`config.mk`:
```
export PLATFORM = sky130hd
export DESIGN_NAME = iba_free_map
export DESIGN_NICKNAME = d
export VERILOG_FILES = /design/src/rtl/core/iba_pkg.sv /design/src/rtl/core/iba_free_map.sv
export SDC_FILE = /design/constraint.sdc
export NUM_CORES = 1
export LEC_CHECK = 0
export BUFFER_PORTS_ARGS = -buffer_cell sky130_fd_sc_hd__buf_4
export CAP_MARGIN = 20
export CORE_MARGIN = 3
export CORE_UTILIZATION = 55
export CTS_CLUSTER_DIAMETER = 120
export DETAILED_ROUTE_END_ITERATION = 8
export PLACE_DENSITY = 0.71
export SLEW_MARGIN = 25
export SYNTH_ARGS = -nofsm -noshare
export SYNTH_HDL_FRONTEND = slang
export SYNTH_SLANG_ARGS = --single-unit
```
`constraint.sdc`:
```
create_clock -name clk -period 13.25 [get_ports clk]
set_input_delay 0.6625 -clock clk [delete_from_list [all_inputs] [get_ports clk]]
set_output_delay 0.6625 -clock clk [all_outputs]
set_load 0.01 [all_outputs]
```
`src/rtl/core/iba_pkg.sv`:
```
// Package for the indexed block allocator: sizes, codes and shared types.
// Depends on nothing; every other file of the block uses it.
`default_nettype none
package iba_pkg;
    localparam int NUM_DISK_BLOCKS = 256;
    localparam int BLOCK_BYTES     = 4096;
    localparam int MAX_FILES       = 16;
    localparam int BLK_W  = $clog2(NUM_DISK_BLOCKS);
    localparam int CNT_W  = $clog2(NUM_DISK_BLOCKS + 1);
    localparam int FID_W  = (MAX_FILES > 1) ? $clog2(MAX_FILES) : 1;
    localparam int SHIFT  = $clog2(BLOCK_BYTES);
    localparam int IDX_AW = FID_W + BLK_W;

    typedef enum logic [1:0] {
        OP_WRITE  = 2'd0,
        OP_DELETE = 2'd1,
        OP_READ   = 2'd2,
        OP_BAD    = 2'd3
    } op_t;

    typedef enum logic [1:0] {
        ST_OK        = 2'd0,
        ST_TOO_LARGE = 2'd1,
        ST_NO_SPACE  = 2'd2,
        ST_NOT_FOUND = 2'd3
    } status_t;

    typedef enum logic [3:0] {
        S_IDLE,
        S_DECODE,
        S_REL_RD,
        S_REL_FREE,
        S_SCAN_RD,
        S_SCAN_CHK,
        S_RB_RD,
        S_RB_FREE,
        S_RD_START,
        S_RD_IDX,
        S_RD_IDX_WAIT,
        S_DONE
    } state_t;

    // Access request from the controller to the block-list memory.
    typedef struct packed {
        logic              we;
        logic [IDX_AW-1:0] addr;
        logic [BLK_W-1:0]  wdata;
    } idx_req_t;

    // Access request from the controller to the free bitmap.
    typedef struct packed {
        logic             we;
        logic [BLK_W-1:0] addr;
        logic             wdata;
    } map_req_t;
endpackage
`default_nettype wire

```
`src/rtl/core/iba_free_map.sv`:
```
// Free bitmap: one bit per disk block, 1 means allocated, registered read.
// Depends on iba_pkg. Cleared by a sweep after reset.
`default_nettype none
module iba_free_map (
    input  wire logic              clk,
    input  wire logic              rst_n,
    input  wire iba_pkg::map_req_t req,
    output logic                   rdata,
    output logic                   clear_done
);
    logic mem [iba_pkg::NUM_DISK_BLOCKS];
    logic [iba_pkg::CNT_W-1:0] clr_reg;

    // Clearing pointer runs once over all blocks after reset.
    always_ff @(posedge clk or negedge rst_n)
    begin
        if (!rst_n)
            clr_reg <= '0;
        else if (!clear_done)
            clr_reg <= clr_reg + 1'b1;
    end

    assign clear_done = (clr_reg == iba_pkg::CNT_W'(iba_pkg::NUM_DISK_BLOCKS));

    // Memory port: the sweep owns it until it ends.
    always_ff @(posedge clk)
    begin
        if (!clear_done)
            mem[clr_reg[iba_pkg::BLK_W-1:0]] <= 1'b0;
        else if (req.we)
            mem[req.addr] <= req.wdata;
        rdata <= mem[req.addr];
    end
endmodule
`default_nettype wire

```
==> run_results.csv, run 1 <==
group,metric,value,unit
status,status,"finished clean",
timing,setup_ws,9.37,ns
timing,finalCriticalPeriod,3.88,ns
clock_tree,h-tree-depth,1,
worst_hold_path,holdCritPathClass,"reg2reg",
power_and_ir_drop,sw_frac_of_total,19.7,%
die,die_area,23600,um^2
synthesis,ys_ff_latch,266,
power_and_ir_drop,p_per_area,129,nW/um^2
placement,gp_congestion,0.864,
finish,drive_above_1_share,12.8,%
global_route,gr-total-overflow,0,
synthesis,synth_edf_count,256,
setup_path,timing.rr.start,"clr_reg[0]",
power_and_ir_drop,p_leak,0.00359,uW
drt,dr.first_iter.drc_count,981,
drt,avgViaCountPerCell,6.17,
synthesis,synthDistinctLibCells,57,
clock_tree,tritoncts,"built",
timing,slew_headroom,35.9,%
finish,regArea,7930,um^2
timing,hold_violations,0,
clock_tree,cts_buffer_depth,3,
finish,layout_commonest_cell,"nor2_1",
setup_path,end_kind,"flop",
setup_path,cp_max_fo,108,
clock_tree,cts_buffers,27,
global_route,grt_pass1_wl,41600,um
finish,largest_reg_flops,256,
die,fp-row-count,53,
timing,setup_viol,0,
global_route,grt_use_total,22.9,%
timing,max_freq,0.258,GHz
finish,multiInputGateArea,3660,um^2
synthesis,yosys_warnings,0,
global_route,grt_max_degree,109,
clock_tree,cts_root_buffer,"clkbuf_16",
drt,first_pass_iters,5,
synthesis,ys_seq_area_share,66.2,%
setup_path,startpoint,"clr_reg[0]",
drt,vias,7203,
placement,dp_hpwl,15800,um
drt,ant_nets,0,
synthesis,syn_area,12000,um^2
drt,wl_per_cell,23.1,um
setup_path,r2r_cells,7,
global_route,grt_pass1_vias,7176,
setup_path,critPathKind,"reg2reg",
die,core_area,21200,um^2
die,die_w,154,um
clock_tree,cts_sinks,266,
drt,wirelength,27000,um
setup_path,r2r_slack,9.37,ns
synthesis,avgSynthCellArea,13.5,um^2
global_route,antenna_found_initial,0,
synthesis,synthFlopType,"edfxtp_1",
drt,wl_met2,13300,um
flow_run,maxCapViolCount,0,
die,num_io_pins,14,
setup_path,crit_arrival,4.08,ns
power_and_ir_drop,pwr-share-clk,42.3,%
drt,top_layer,"met4",
clock_tree,postCtsResizedCells,0,
drt,wl_met3,2200,um
finish,fillCellCount,1657,
finish,layout_common_cells,"nor2_1 (268), edfxtp_1 (256), mux2i_1 (62), mux4_2 (33), nand2_1 (29)",
die,initial_core_util,56.4,%
timing,finalClockSkew,0.0112,ns
timing,slew_viol_final,0,
timing,fin_tns_setup,0,ns
timing,rsz0062_at_grt,"false",
placement,io_buffer_count,13,
setup_path,cp-endpoint,"mem[143]",
setup_path,timing.rr.end,"mem[143]",
synthesis,synthArstFlopShare,3.38,%
power_and_ir_drop,p_seq_share,54.6,%
clock_tree,clkSlewWorstSetupHoldPaths,0.06,ns
setup_path,critPathLaunchType,"flop",
drt,drt-met1-wl,11000,um
setup_path,worst_ep_required_time,13.45,ns
power_and_ir_drop,p_sw,328,uW
timing,worstMarginPinSlew,0.961,ns
die,fp.dieH,154,um
placement,place_ws,9.43,ns
power_and_ir_drop,share_comb_of_total_power,3.1,%
finish,antenna_cells,0,
power_and_ir_drop,power.internal,1340,uW
timing,period_share,29.3,%
drt,drc,0,
finish,nNetsFinal,888,
finish,area_growth,8.01,%
clock_tree,clk_latency,0.52,ns
synthesis,syn-num-nets,900,
power_and_ir_drop,vdd_drop_max,0.0000688,V
synthesis,syn_inst,886,
## metal layers
layer  vias up  track usage (%)
met1      3658             32.5
li1       3234                -
met5         -                0
met4         0             6.27
met3        41             3.66
met2       270             37.4
## metrics by stage
| step | instances | area, um^2 | util [%] | power, uW | hold WS, ns |
|---|---|---|---|---|---|
| floorplan | 886 | 12000 | - | 962 | 0.367 |
| global placement | 1119 | 12100 | 57.1 | 976 | 0.487 |
| detailed placement | 1119 | 12100 | 57.1 | 976 | 0.491 |
| CTS | 1167 | 12900 | 60.9 | 1670 | 0.490 |
| global route | 1167 | 12900 | 61.0 | 1710 | 0.513 |
| finish | 1167 | 12900 | 61.0 | 1660 | 0.504 |
## worst min path at each step
stage / startpoint / endpoint / slack [ns] / depth (start not counted)
after floorplan: rst_n / clr_reg[0] / 0.37 / 0
final: clr_reg[8] / clr_reg[8] / 0.50 / 1
after detailed placement: rst_n / clr_reg[8] / 0.49 / 1
after global placement: rst_n / clr_reg[7] / 0.49 / 1
after global routing: rst_n / clr_reg[8] / 0.51 / 2
after CTS: rst_n / clr_reg[0] / 0.49 / 2
## cell usage after synthesis (5+ instances only)
library cell | n | share of area, %
dfrtp_1 | 9 | 1.9
a31oi_1 | 8 | 0.42
xnor2_1 | 7 | 0.51
inv_1 | 7 | 0.22
a22o_1 | 5 | 0.37
buf_4 | 8 | 0.50
buf_2 | 40 | 1.7
nor4_1 | 6 | 0.31
buf_6 | 7 | 0.66
nor2_1 | 269 | 8.4
a2111oi_0 | 5 | 0.37
mux4_2 | 33 | 6.2
edfxtp_1 | 256 | 64
o22ai_1 | 23 | 1.2
and3_1 | 7 | 0.37
mux2i_1 | 62 | 5.2
nor3_1 | 7 | 0.29
nor2b_1 | 5 | 0.26
nand2_1 | 29 | 0.91
nand3_1 | 14 | 0.59
nand2_2 | 7 | 0.37
clkbuf_1 | 7 | 0.22
a22oi_1 | 9 | 0.56
a21oi_1 | 7 | 0.29
## repair_timing
action | in CTS | in global routing
hold endpoints to repair | 9 | 0
setup buffers | 0 | 0
setup endpoints to repair | 0 | 0
hold buffers | 1 | 0
## worst max-delay path, stage by stage (launching register included)
cell and delay, ns:
dfrtp_1 0.47, inv_1 0.16, ha_1 0.17, nor4bb_1 0.29
and3_1 0.24, and3_4 0.49, buf_4 0.79, buf_4 0.81
## power groups by stage
| stage | Sequential [uW] | Combinational (uW) | Clock [uW] |
|---|---|---|---|
| 2_1_floorplan | 926 | 35.3 | 0 |
| 3_3_place_gp | 926 | 50.0 | 0 |
| 3_5_place_dp | 926 | 50.3 | 0 |
| 4_1_cts | 908 | 50.7 | 713 |
| 5_1_grt | 908 | 54.3 | 746 |
| 6_report | 909 | 50.9 | 705 |
## kinds of logic after synthesis
group,Yosys count,synth area share [%]
AOI/OAI and AO/OA,78,4.94
xor gates and xnor gates,8,0.585
and+or+nand+nor,366,13.3
adders and majority gates,2,0.209
buffers and inverters,70,3.30
muxes,96,11.5
DFF,266,66.2
## layout make-up
type | count | share of cell area, %
sequential | 266 | 61.3
timing repair buffer | 21 | 1.24
multi-input combinational | 550 | 28.3
clock inverter | 8 | 0.464
clock buffer | 39 | 5.80
inverter | 8 | 0.232
tap | 275 | 2.66
No activity file was read; power rests on OpenSTA's default activity.
==> run 2, diff against run 1 <==
--- a/config.mk
+++ b/config.mk
@@ -11,7 +11,7 @@
 export CORE_UTILIZATION = 55
 export CTS_CLUSTER_DIAMETER = 120
 export DETAILED_ROUTE_END_ITERATION = 8
-export PLACE_DENSITY = 0.71
+export PLACE_DENSITY = 0.74
 export SLEW_MARGIN = 25
 export SYNTH_ARGS = -nofsm -noshare
 export SYNTH_HDL_FRONTEND = slang
==> constraint.sdc (replaced) <==
create_clock -name clk -period 3.4 [get_ports clk]
set_input_delay 0.17 -clock clk [delete_from_list [all_inputs] [get_ports clk]]
set_output_delay 0.17 -clock clk [all_outputs]
set_load 0.01 [all_outputs]
==> run 2 against run 1 <==
Die area unchanged. Global-route usage increased by 0.32 points. Worst setup slack got worse by 9.1 ns. Critical path type unchanged. Largest cell class unchanged. Largest power group unchanged. Highest routed layer unchanged.
==> run_results.csv, run 2 (same netlist as run 1, synthesis figures left out) <==
group,metric,value,unit
status,status,"finished clean",
clock_tree,clkSlewWorstSetupHoldPaths,0.06,ns
drt,dr.first_iter.drc_count,597,
power_and_ir_drop,power,6480,uW
clock_tree,cts_buffer_depth,3,
clock_tree,tritoncts,"built",
placement,dp_hpwl,16800,um
die,core_area,21200,um^2
setup_path,cpLargestDelayFamily,"simple AND/OR/NAND/NOR gates",
global_route,gr-total-overflow,0,
power_and_ir_drop,vdd_drop_max,0.000279,V
die,initial_core_util,56.4,%
die,die_w,154,um
setup_path,critPathKind,"reg2reg",
timing,slew_viol_final,0,
clock_tree,clk_latency,0.53,ns
power_and_ir_drop,p_leak,0.00371,uW
flow_run,maxCapViolCount,0,
drt,drc,0,
drt,ant_nets,0,
setup_path,crit_arrival,3.37,ns
power_and_ir_drop,p_per_area,492,nW/um^2
timing,whs,0.166,ns
clock_tree,h-tree-depth,1,
global_route,grt_pass1_vias,7406,
drt,wirelength,27200,um
setup_path,path_buf_inv,1,
placement,io_buffer_count,13,
die,fp.dieH,154,um
finish,area_growth,9.94,%
drt,vias,7503,
finish,largest_reg_flops,256,
clock_tree,cts_buffers,26,
finish,layout_common_cells,"nor2_1 (269), edfxtp_1 (256), mux2i_1 (62), buf_4 (44), mux4_2 (33)",
setup_path,cpPeakStageDelay,0.51,ns
finish,nNetsFinal,915,
global_route,grt_pass1_wl,42900,um
die,die_area,23600,um^2
drt,wl_per_cell,22.8,um
timing,setup_viol,0,
die,num_io_pins,14,
timing,finalCriticalPeriod,3.14,ns
timing,worstMarginPinSlew,0.658,ns
clock_tree,cts_sinks,266,
setup_path,cp_max_fo,16,
setup_path,crit_slowest_cell,"and3_1",
global_route,grt_max_degree,65,
timing,finalClockSkew,0.0110,ns
global_route,antenna_found_initial,0,
finish,antenna_cells,0,
timing,rsz0062_at_grt,"false",
placement,gp_congestion,0.900,
setup_path,critPathLaunchType,"flop",
timing,slew_headroom,56.0,%
setup_path,end_kind,"flop",
global_route,grt_use_total,23.2,%
timing,hold_violations,0,
finish,layout_commonest_cell,"nor2_1",
clock_tree,cts_root_buffer,"clkbuf_16",
die,fp-row-count,53,
finish,drive_above_1_share,15.0,%
drt,avgViaCountPerCell,6.29,
setup_path,path_cells,"inv_1 > ha_1 > nor4b_2 > and3_1 > a21oi_1 > and2b_1 > nand2_1 > nor2_1",
timing,period_share,92.4,%
drt,first_pass_iters,5,
setup_path,worst_ep_required_time,3.62,ns
clock_tree,postCtsResizedCells,0,
timing,fin_tns_setup,0,ns
worst_hold_path,holdCritPathClass,"in2reg",
timing,max_freq,0.318,GHz
==> run 2: cell types whose count changed in the layout (fill, tap and decap cells not counted) <==
cell	change
buf_4	+24
nor2_1	+1
bufinv_16	+1
clkinv_1	-2
nor2b_1	+1
clkinv_2	+1
nor2b_2	-1
buf_12	+3
clkbuf_8	-3
nor2_2	-1
dlygate4sd3_1	+1
==> run 2: where the power goes <==
group	leakage, uW	internal [uW]	switching [uW]
Sequential	0.00189	3540	0.496
Clock	0.000390	1600	1140
Combinational	0.00144	77.9	131
Total	0.00371	5210	1270
==> run 2: area by class of cell <==
class                   instances  area, um^2
fillers                      1613        8050
flip-flops and latches        266        7930
multi-input cells             550        3650
clock buffers                  36         709
repair buffers                 49         410
well taps                     275         344
clock inverters                 8        87.6
inverters                       8        30.0
==> run 2: per-layer routing <==
metal  up-vias  GRT usage (%)  routed length [um]
met5         -              0                   0
met4         0           7.65                 950
met3        69           3.88                2290
met2       354           36.9               12900
met1      3786           33.2               11100
li1       3294              -                   -
==> run 2: path summary, 6_finish.rpt <==
path,start,depth (start not counted),to,slack [ns]
worst max-delay path,clr_reg[0],8,mem[101],0.26
worst min-delay path,req[5],3,rdata,0.17
worst max register to register,clr_reg[0],8,mem[101],0.26
worst min register to register,clr_reg[8],1,clr_reg[8],0.51
max in group asynchronous,rst_n,3,clr_reg[8],2.46
min in group asynchronous,rst_n,3,clr_reg[3],0.65
==> run 2: per-stage QoR <==
stage                     setup slack, ns  std cells  utilization [%]  instance area, um^2
after floorplan                     0.655        886                -                12000
final                               0.259       1192             62.1                13200
after global routing               0.0237       1192             62.1                13200
after detailed placement            0.304       1146             58.2                12400
after CTS                           0.286       1192             62.1                13200
after global placement              0.433       1146             58.2                12400
==> run 2: worst min-delay path, stage by stage <==
cell and delay [ns]:
buf_4 0.17, a31oi_1 0.15, a211oi_1 0.12
==> run 2: repair_timing <==
item	CTS	global route
endpoints found under the setup margin	0	0
buffers inserted	0	0
hold buffers	2	0
hold endpoints to repair	9	0
==> run 3, diff against run 2 <==
--- a/config.mk
+++ b/config.mk
@@ -7,11 +7,12 @@
 export LEC_CHECK = 0
 export BUFFER_PORTS_ARGS = -buffer_cell sky130_fd_sc_hd__buf_4
 export CAP_MARGIN = 20
+export CORE_ASPECT_RATIO = 0.6
 export CORE_MARGIN = 3
 export CORE_UTILIZATION = 55
 export CTS_CLUSTER_DIAMETER = 120
 export DETAILED_ROUTE_END_ITERATION = 8
-export PLACE_DENSITY = 0.74
+export PLACE_DENSITY = 0.71
 export SLEW_MARGIN = 25
 export SYNTH_ARGS = -nofsm -noshare
 export SYNTH_HDL_FRONTEND = slang
==> constraint.sdc (replaced) <==
create_clock -name clk -period 2.9 [get_ports clk]
set_input_delay 0.145 -clock clk [delete_from_list [all_inputs] [get_ports clk]]
set_output_delay 0.145 -clock clk [all_outputs]
set_load 0.01 [all_outputs]
==> run 3 against run 2 <==
Largest power group unchanged. Sequential share of layout area down 0.49 points. Sequential cell count stayed put. Sequential power rose by 17%.
==> run_results.csv, run 3 (same netlist as run 1, synthesis figures left out) <==
group,metric,value,unit
setup_path,critPathKind,"reg2reg",
finish,nNetsFinal,936,
placement,io_buffer_count,13,
setup_path,cpPeakStageDelay,0.65,ns
power_and_ir_drop,p_leak,0.00378,uW
power_and_ir_drop,p_seq_share,55.7,%
power_and_ir_drop,power,7440,uW
global_route,grt_pass1_vias,7297,
setup_path,critPathLaunchType,"flop",
clock_tree,h-tree-depth,1,
die,num_io_pins,14,
power_and_ir_drop,p_sw,1530,uW
finish,multiInputGateArea,3660,um^2
finish,layout_common_cells,"nor2_1 (269), edfxtp_1 (256), buf_4 (68), mux2i_1 (62), mux4_2 (33)",
timing,period_share,96.2,%
setup_path,cp_max_fo,16,
timing,finalClockSkew,0.0121,ns
drt,drc,0,
finish,antenna_cells,0,
timing,finalCriticalPeriod,2.79,ns
clock_tree,cts_sinks,266,
global_route,grt_max_degree,88,
timing,fin_tns_setup,0,ns
power_and_ir_drop,p_per_area,561,nW/um^2
finish,final_core_util,62.7,%
die,core_area,21200,um^2
power_and_ir_drop,pwr-share-clk,40.7,%
clock_tree,cts_buffers,24,
drt,first_pass_iters,5,
global_route,antenna_found_initial,0,
global_route,grt_pass1_wl,43800,um
setup_path,crit_slowest_cell,"a21boi_0",
finish,fillCellCount,1661,
drt,wirelength,28400,um
clock_tree,cts_buffer_depth,3,
drt,wl_per_cell,23.3,um
setup_path,end_kind,"flop",
setup_path,crit_arrival,3.01,ns
timing,max_freq,0.358,GHz
power_and_ir_drop,power.internal,5910,uW
power_and_ir_drop,sw_frac_of_total,20.6,%
power_and_ir_drop,share_comb_of_total_power,3.5,%
finish,drive_above_1_share,17.4,%
global_route,gr-total-overflow,0,
placement,gp_congestion,0.836,
drt,dr.first_iter.drc_count,876,
worst_hold_path,holdCritPathClass,"in2reg",
placement,dp_cells,1173,
die,fp.dieH,120,um
drt,ant_nets,0,
finish,largest_reg_flops,256,
timing,setup_viol,0,
timing,slew_headroom,46.9,%
finish,layoutNonFillerInstCount,1218,
placement,dp_hpwl,18300,um
global_route,grt_use_total,24.5,%
power_and_ir_drop,vdd_drop_max,0.000539,V
clock_tree,cts_root_buffer,"clkbuf_16",
die,fp-row-count,41,
die,initial_core_util,56.5,%
timing,worstMarginPinSlew,0.789,ns
finish,area_growth,10.8,%
status,status,"finished clean",
timing,slew_viol_final,0,
timing,hold_violations,0,
clock_tree,clk_latency,0.52,ns
setup_path,worst_ep_required_time,3.12,ns
die,die_w,197,um
finish,regArea,7930,um^2
clock_tree,cts_setup_buffers,0,
drt,avgViaCountPerCell,6.19,
die,die_area,23600,um^2
clock_tree,tritoncts,"built",
clock_tree,clkSlewWorstSetupHoldPaths,0.06,ns
timing,rsz0062_at_grt,"false",
flow_run,maxCapViolCount,0,
setup_path,path_cells,"inv_1 > ha_1 > nor4b_2 > and3_2 > a21boi_0 > nand2_2 > nor2_1",
finish,layout_commonest_cell,"nor2_1",
drt,vias,7534,
==> run 3: final cells by class <==
class,count,area share (%)
Multi-Input combinational cell,550,27.5
Clock inverter,14,0.735
Timing Repair Buffer,72,4.30
Sequential cell,266,59.7
Inverter,8,0.226
Clock buffer,29,4.83
Tap cell,279,2.63
==> run 3: final timing paths <==
kind	to	slack, ns	from	cells past startpoint
min in group asynchronous	clr_reg[3]	0.65	rst_n	3
hold / removal	rdata	0.22	req[8]	4
setup / recovery	mem[201]	0.11	clr_reg[0]	7
hold reg to reg	clr_reg[8]	0.52	clr_reg[8]	1
setup reg to reg	mem[201]	0.11	clr_reg[0]	7
max in group asynchronous	clr_reg[6]	1.95	rst_n	3
==> run 3: critical path, delay by kind of cell (launching register included) <==
kind,cells,cell delay (ns)
simple gates,4,1.20
compound gates,1,0.65
flops,1,0.35
fa+ha+maj,1,0.20
buf+inv,1,0.08
==> run 3: per-stage QoR <==
step | hold slack, ns | setup slack, ns | area (um^2)
CTS | 0.199 | 0.0948 | 13300
detailed placement | -0.0243 | 0.172 | 12500
finish | 0.219 | 0.111 | 13300
global placement | -0.0270 | 0.231 | 12500
floorplan | -0.151 | 0.155 | 12000
global route | 0.206 | 0.0161 | 13300
==> run 3: metal layers <==
metal  share of wire (%)  GRT usage [%]
met5                   0              0
met4                 1.2           3.25
met3                  12           6.35
met2                  43           35.6
met1                  43           38.6
==> run 3: power groups by stage <==
stage	combinational, uW	sequential (uW)	clock [uW]
final	264	4150	3030
after global routing	279	4140	3230
after CTS	260	4150	3080
after detailed placement	258	4230	0
after global placement	257	4230	0
after floorplan	162	4230	0
==> run 3: what timing repair did <==
item                                   CTS  global route
setup endpoints to repair                0           138
endpoints found under the hold margin    9             0
gates resized for setup                  0             1
hold buffers                             2             0
